--- src/rtl/pve_pkg.sv ---
// Package for the prefix-length varint encoder.
// Holds the queue entry type and the fixed code constants; depends on nothing.
`default_nettype none

package pve_pkg;

  localparam logic [7:0] SmallLimit = 8'h7F;
  localparam logic [3:0] MaxCodeBytes = 4'd9;

  typedef struct packed {
    logic [63:0] value;
    logic [3:0]  total;
    logic [7:0]  header;
    logic        fits;
  } pve_entry_t;

endpackage

`default_nettype wire

--- src/rtl/pve_front.sv ---
// Front part of the varint encoder: accepts requests, finds the code length,
// header byte and space check, and holds the result in one register stage.
// Depends on pve_pkg.
`default_nettype none

module pve_front
  import pve_pkg::*;
(
  input  wire logic        clk,
  input  wire logic        rst,
  input  wire logic [63:0] value,
  input  wire logic [3:0]  space_bytes,
  input  wire logic        in_valid,
  output logic             in_ready,
  output logic             st_valid,
  output pve_entry_t       st_entry,
  input  wire logic        st_ready
);

  pve_entry_t entry_next;
  logic [3:0] space_sat;
  logic [3:0] payload;

  always_comb begin
    space_sat = (space_bytes > MaxCodeBytes) ? MaxCodeBytes : space_bytes;
    if (value[63:14] == '0) begin
      payload = 4'd1;
    end else if (value[63:21] == '0) begin
      payload = 4'd2;
    end else if (value[63:28] == '0) begin
      payload = 4'd3;
    end else if (value[63:35] == '0) begin
      payload = 4'd4;
    end else if (value[63:42] == '0) begin
      payload = 4'd5;
    end else if (value[63:49] == '0) begin
      payload = 4'd6;
    end else if (value[63:56] == '0) begin
      payload = 4'd7;
    end else begin
      payload = 4'd8;
    end
    entry_next.value = value;
    if (value <= 64'(SmallLimit)) begin
      entry_next.total  = 4'd1;
      entry_next.header = value[7:0];
    end else begin
      entry_next.total = payload + 4'd1;
      case (payload)
        4'd1:    entry_next.header = {2'b10, value[13:8]};
        4'd2:    entry_next.header = {3'b110, value[20:16]};
        4'd3:    entry_next.header = {4'b1110, value[27:24]};
        4'd4:    entry_next.header = {5'b11110, value[34:32]};
        4'd5:    entry_next.header = {6'b111110, value[41:40]};
        4'd6:    entry_next.header = {7'b1111110, value[48]};
        4'd7:    entry_next.header = 8'hFE;
        default: entry_next.header = 8'hFF;
      endcase
    end
    entry_next.fits = (space_sat >= entry_next.total);
  end

  assign in_ready = !st_valid || st_ready;

  always_ff @(posedge clk) begin
    if (rst) begin
      st_valid <= 1'b0;
    end else if (in_ready) begin
      st_valid <= in_valid;
    end
  end

  always_ff @(posedge clk) begin
    if (in_ready && in_valid) begin
      st_entry <= entry_next;
    end
  end

endmodule

`default_nettype wire

--- src/rtl/pve_fifo.sv ---
// Short queue between the front and back parts of the varint encoder.
// Holds classified requests in a small register array; depends on pve_pkg.
`default_nettype none

module pve_fifo
  import pve_pkg::*;
#(
  parameter int DEPTH = 2
) (
  input  wire logic       clk,
  input  wire logic       rst,
  input  wire logic       wr_valid,
  output logic            wr_ready,
  input  wire pve_entry_t wr_entry,
  output logic            rd_valid,
  input  wire logic       rd_ready,
  output pve_entry_t      rd_entry
);

  localparam int PtrW = $clog2(DEPTH);
  localparam int CntW = $clog2(DEPTH + 1);

  pve_entry_t mem [DEPTH];
  logic [PtrW-1:0] wr_ptr;
  logic [PtrW-1:0] rd_ptr;
  logic [CntW-1:0] count;
  logic push;
  logic pop;

  assign wr_ready = (count != CntW'(DEPTH));
  assign rd_valid = (count != '0);
  assign push = wr_valid && wr_ready;
  assign pop = rd_valid && rd_ready;
  assign rd_entry = mem[rd_ptr];

  always_ff @(posedge clk) begin
    if (rst) begin
      wr_ptr <= '0;
      rd_ptr <= '0;
      count <= '0;
    end else begin
      if (push) begin
        wr_ptr <= (wr_ptr == PtrW'(DEPTH - 1)) ? '0 : wr_ptr + 1'b1;
      end
      if (pop) begin
        rd_ptr <= (rd_ptr == PtrW'(DEPTH - 1)) ? '0 : rd_ptr + 1'b1;
      end
      if (push && !pop) begin
        count <= count + 1'b1;
      end else if (pop && !push) begin
        count <= count - 1'b1;
      end
    end
  end

  always_ff @(posedge clk) begin
    if (push) begin
      mem[wr_ptr] <= wr_entry;
    end
  end

endmodule

`default_nettype wire

--- src/rtl/pve_back.sv ---
// Back part of the varint encoder: walks the queue head one byte per cycle
// (unless stalled) into the output register, header first. Uses pve_pkg.
`default_nettype none

module pve_back
  import pve_pkg::*;
(
  input  wire logic       clk,
  input  wire logic       rst,
  input  wire logic       head_valid,
  output logic            head_ready,
  input  wire pve_entry_t head_entry,
  output logic            out_valid,
  input  wire logic       out_ready,
  output logic [7:0]      out_byte,
  output logic            byte_valid,
  output logic            last,
  output logic [3:0]      encoded_length
);

  logic [3:0] idx;
  logic [2:0] sel;
  logic       load;
  logic       is_last;
  logic [7:0] byte_next;

  assign load = !out_valid || out_ready;
  assign sel = 3'(head_entry.total - 4'd1 - idx);

  always_comb begin
    if (!head_entry.fits) begin
      is_last = 1'b1;
      byte_next = 8'h00;
    end else if (idx == 4'd0) begin
      is_last = (head_entry.total == 4'd1);
      byte_next = head_entry.header;
    end else begin
      is_last = (idx == head_entry.total - 4'd1);
      byte_next = head_entry.value[{sel, 3'b000} +: 8];
    end
  end

  assign head_ready = load && is_last;

  always_ff @(posedge clk) begin
    if (rst) begin
      out_valid <= 1'b0;
      idx <= '0;
    end else if (load) begin
      out_valid <= head_valid;
      if (head_valid) begin
        idx <= is_last ? 4'd0 : idx + 4'd1;
      end
    end
  end

  always_ff @(posedge clk) begin
    if (load && head_valid) begin
      out_byte <= byte_next;
      byte_valid <= head_entry.fits;
      last <= is_last;
      encoded_length <= head_entry.total;
    end
  end

endmodule

`default_nettype wire

--- src/rtl/prefix_varint_encoder.sv ---
// Top level of the prefix-length varint encoder.
// Instantiates pve_front, pve_fifo and pve_back; depends on pve_pkg.
//
// Usage: each request on the input channel (value, space_bytes under
// in_valid/in_ready) becomes a length-prefixed big-endian code of 1 to 9
// bytes on the output channel (out_byte, byte_valid, last, encoded_length
// under out_valid/out_ready), one byte per result, header first.
// If the code does not fit in space_bytes (saturated at nine), one result
// with byte_valid low, out_byte zero and last high is sent instead.
// A request passes through the front stage register, the queue and the
// output register. The back part emits one result per cycle while the
// queue holds an entry and out_ready does not stall it; a request gives
// encoded_length results when the code fits and one when it does not.
// Requests are taken back to back while the queue has room.
// Reset is synchronous and empties the front stage, queue and output
// register. When the receiver stalls, the output register holds its byte,
// the queue fills, and in_ready drops once the front stage is also full.
`default_nettype none

module prefix_varint_encoder
  import pve_pkg::*;
#(
  parameter int QUEUE_DEPTH = 2
) (
  input  wire logic        clk,
  input  wire logic        rst,
  input  wire logic        in_valid,
  output logic             in_ready,
  input  wire logic [63:0] value,
  input  wire logic [3:0]  space_bytes,
  output logic             out_valid,
  input  wire logic        out_ready,
  output logic [7:0]       out_byte,
  output logic             byte_valid,
  output logic             last,
  output logic [3:0]       encoded_length
);

  logic       st_valid;
  logic       st_ready;
  pve_entry_t st_entry;
  logic       head_valid;
  logic       head_ready;
  pve_entry_t head_entry;

  pve_front u_front (
    .clk        (clk),
    .rst        (rst),
    .value      (value),
    .space_bytes(space_bytes),
    .in_valid   (in_valid),
    .in_ready   (in_ready),
    .st_valid   (st_valid),
    .st_entry   (st_entry),
    .st_ready   (st_ready)
  );

  pve_fifo #(
    .DEPTH(QUEUE_DEPTH)
  ) u_fifo (
    .clk     (clk),
    .rst     (rst),
    .wr_valid(st_valid),
    .wr_ready(st_ready),
    .wr_entry(st_entry),
    .rd_valid(head_valid),
    .rd_ready(head_ready),
    .rd_entry(head_entry)
  );

  pve_back u_back (
    .clk           (clk),
    .rst           (rst),
    .head_valid    (head_valid),
    .head_ready    (head_ready),
    .head_entry    (head_entry),
    .out_valid     (out_valid),
    .out_ready     (out_ready),
    .out_byte      (out_byte),
    .byte_valid    (byte_valid),
    .last          (last),
    .encoded_length(encoded_length)
  );

`ifndef ASSERT_OFF
  a_short_is_last: assert property (@(posedge clk) disable iff (rst)
    out_valid && !byte_valid |-> last && out_byte == 8'h00)
    else $error("Result without space is not a single zero byte.");

  a_len_range: assert property (@(posedge clk) disable iff (rst)
    out_valid |-> encoded_length >= 4'd1 && encoded_length <= MaxCodeBytes)
    else $error("Encoded length out of range.");

  a_one_byte_last: assert property (@(posedge clk) disable iff (rst)
    out_valid && encoded_length == 4'd1 |-> last)
    else $error("One-byte code not marked last.");

  a_len_steady: assert property (@(posedge clk) disable iff (rst)
    out_valid && out_ready && !last ##1 out_valid |->
      encoded_length == $past(encoded_length))
    else $error("Encoded length changed inside one code.");
`endif

endmodule

`default_nettype wire

--- config.mk ---
export PLATFORM = sky130hd
export DESIGN_NAME = prefix_varint_encoder
export DESIGN_NICKNAME = d
export VERILOG_FILES = /design/src/rtl/pve_pkg.sv /design/src/rtl/pve_front.sv /design/src/rtl/pve_fifo.sv /design/src/rtl/pve_back.sv /design/src/rtl/prefix_varint_encoder.sv
export SDC_FILE = /design/constraint.sdc
export NUM_CORES = 1
export LEC_CHECK = 0
export BUFFER_PORTS_ARGS = -buffer_cell sky130_fd_sc_hd__buf_4
export CORE_UTILIZATION = 41
export DETAILED_ROUTE_END_ITERATION = 16
export SETUP_SLACK_MARGIN = 0.5
export SYNTH_ARGS = -nofsm -noshare
export SYNTH_HDL_FRONTEND = slang
export SYNTH_SLANG_ARGS = --single-unit
export TNS_END_PERCENT = 5
--- constraint.sdc ---
create_clock -name clk -period 8.45 [get_ports clk]
set_clock_uncertainty 0.05 [all_clocks]
set_input_delay 0.845 -clock clk [delete_from_list [all_inputs] [get_ports clk]]
set_output_delay 0.845 -clock clk [all_outputs]
set_load 0.005 [all_outputs]
==> impl_metrics.py <==
metrics = {
    "cts": {
        "clock_latency_ns": 0.52,
        "cts_max_level": 1,
        "cts.sinks": 256,
        "cts_buffers": 26,
        "clk_pin_slew_ns": 0.07,
        "cts_buffer_depth": 3,
        "cts_tree": "built",
        "post_cts_buffers": 0,
        "cts_hold_buf": 0,
        "cts_resized": 0,
        "clock-root-buffer": "clkbuf_16",
    },
    "logic_synthesis": {
        "yosysSeqAreaShare_pct": 75.3,
        "async_flop_share_pct": 0,
        "syn_area_per_cell_sq_um": 19.0,
        "synth-seq-cells": 256,
        "syn_nets": 619,
        "yosysUniqueCellTypes": 52,
        "yosys_warnings": 0,
        "syn_area_sq_um": 10100,
        "synth_edf_count": 245,
        "ys.flop_type": "edfxtp_1",
        "syn_inst": 530,
    },
    "power": {
        "p_per_area_nw_per_um2": 286,
        "vdd_drop_max_v": 0.000149,
        "power_leakage_uw": 0.00402,
    },
    "grt": {
        "grt_pass1_vias": 5259,
        "overflow": 0,
        "grt_pass1_wl_um": 30500,
        "antenna_found_initial": 0,
        "grt_util_all_layers_pct": 16.8,
        "grt_max_degree": 78,
    },
    "sta": {
        "period_share_pct": 48.3,
        "tightest_slew_ns": 1.12,
        "setup_viol": 0,
        "finalSetupTns_ns": 0,
        "max-slew-margin-rel_pct": 25.6,
        "drv_slew": 0,
        "layout_min_cycle_time_ns": 4.08,
        "hold_viol": 0,
        "rsz0062_at_grt": "false",
        "whs_ns": 0.391,
        "max_freq_ghz": 0.245,
    },
    "final_layout": {
        "drive_gt1_share_pct": 28.0,
        "nets": 719,
        "n_antenna_cell": 0,
        "area_growth_pct": 18.4,
        "stdcell_area_sq_um": 11900,
    },
    "route": {
        "ant_nets": 0,
        "wl_um": 20300,
        "drt_first_iter_violations": 366,
        "vias_per_cell": 5.23,
        "drc": 0,
        "wl_per_cell_um": 20.9,
        "vias": 5069,
        "first_pass_iters": 6,
    },
    "place": {
        "dp_hpwl_um": 13500,
        "gp_congestion": 0.878,
        "place_area_sq_um": 11100,
        "port_buffers": 87,
    },
    "run": {
        "cap_violations": 0,
    },
    "die": {
        "core_area_sq_um": 23800,
        "dieArea_sq_um": 25200,
        "die_h_um": 159,
        "start_util_pct": 42.4,
        "placementRows": 56,
        "io_pins": 88,
        "fp.dieW_um": 159,
    },
    "setup_path": {
        "crit_path_end_kind": "flop",
        "worstPathArrival_ns": 4.29,
        "worstPathMaxFanout": 12,
        "worst_setup_path_start_kind": "input port",
        "criticalPathCategory": "input port to flop",
        "cp.required_ns": 8.66,
    },
    "run_status": {
        "status": "completed",
    },
    "hold_path": {
        "hp-class": "flop to flop",
    },
}
## power breakdown
part           internal, uW  total [uW]  leakage [uW]  switching [uW]
registers              1570        1620       0.00230            52.2
clock network           677        1140      0.000421             465
logic                   287         652       0.00130             364
total                  2530        3410       0.00402             882
## final timing paths
| check | end | depth (start not counted) | slack, ns | startpoint |
|---|---|---|---|---|
| max | u_front.st_entry[0] | 14 | 4.37 | value[59] |
| min | u_fifo.mem[0][22] | 0 | 0.39 | u_front.st_entry[22] |
| max reg2reg | u_back.out_byte[6] | 8 | 4.49 | flop |
| min reg2reg | u_fifo.mem[0][22] | 0 | 0.39 | u_front.st_entry[22] |
## worst max-delay path, stage by stage
cell,delay (ns)
buf_4,0.11
nor4_1,0.63
nand2_1,0.34
nor2_1,0.27
inv_1,0.15
nor4_1,0.45
or2_2,0.21
ha_1,0.38
nor3_1,0.13
a21oi_1,0.18
ha_1,0.25
nor2b_1,0.12
o21ai_0,0.14
nand2b_1,0.08
## cell type report
class                      instances  area, sq um
fill                            1947        11800
sequential                       256         7580
multi-input combinational        237         2330
clock buffer                      31          691
timing repair buffer              92          691
tap                              319          399
clock inverter                    17          169
inverter                          17         63.8
## cells by family (layout without fill, tap and decap cells)
| kind of cell | Yosys count | count (layout) | synth area share, % |
|---|---|---|---|
| XOR/XNOR | 9 | 9 | 0.920 |
| buffers and inverters | 37 | 157 | 1.77 |
| multiplexers | 74 | 74 | 11.4 |
| AO/OA/AOI/OAI | 52 | 52 | 3.76 |
| AND/OR/NAND/NOR | 85 | 85 | 4.70 |
| adder cells (fa/ha/maj) | 17 | 17 | 2.19 |
| flip-flops | 256 | 256 | 75.3 |
## flip-flops by register name, indices dropped and copies added (netlist names), 2 cells and up, named ones only
register / flops
u_back.encoded_length: 4
u_back.idx: 4
u_back.out_byte: 8
u_fifo.count: 2
u_fifo.mem: 154
u_front.st_entry: 77
## cells in the final DEF, fill, tap and decap left out, drive strengths merged, types with 6 or more instances in the layout
cell type and n:
mux4 32, edfxtp 245, mux2i 39, buf 92, nand2 16, clkbuf 31
dfxtp 11, nor4 9, ha 16, xor2 6, a221o 9, nor2 16
clkinv 11, inv 18, a21oi 18, nor3 15
## layer usage
metal / part of all wire [%] / up-vias / GRT usage (%)
met5: 0 / - / 0
met4: 3.1 / 0 / 6.50
met3: 4.5 / 39 / 2.42
met2: 48 / 169 / 27.3
met1: 44 / 2520 / 23.0
li1: - / 2341 / -
## cells in the mapped netlist, types with 5 or more instances
library cell | n | share of area (%)
mux2i_1 | 39 | 3.9
xor2_1 | 6 | 0.52
nand2_1 | 16 | 0.60
mux4_2 | 32 | 7.2
a21oi_1 | 16 | 0.80
inv_1 | 17 | 0.63
a221o_1 | 9 | 0.90
nor4_1 | 9 | 0.56
edfxtp_1 | 245 | 73
o21ai_0 | 5 | 0.25
ha_1 | 16 | 2.0
nor3_1 | 14 | 0.70
buf_4 | 5 | 0.37
nor2b_1 | 5 | 0.31
nor2_1 | 15 | 0.56
clkbuf_1 | 9 | 0.34
dfxtp_1 | 11 | 2.2
## stage by stage
stage                     util (%)  setup WS (ns)  power [uW]  cells
final                         50.2           4.37        3410    969
after global routing          50.2           4.18        3560    969
after CTS                     50.2           4.40        3460    969
after detailed placement      46.6           3.90        2320    921
after global placement        46.6           4.07        2300    921
after floorplan                  -           4.05        2060    530
No activity file was read; power rests on OpenSTA's default activity.
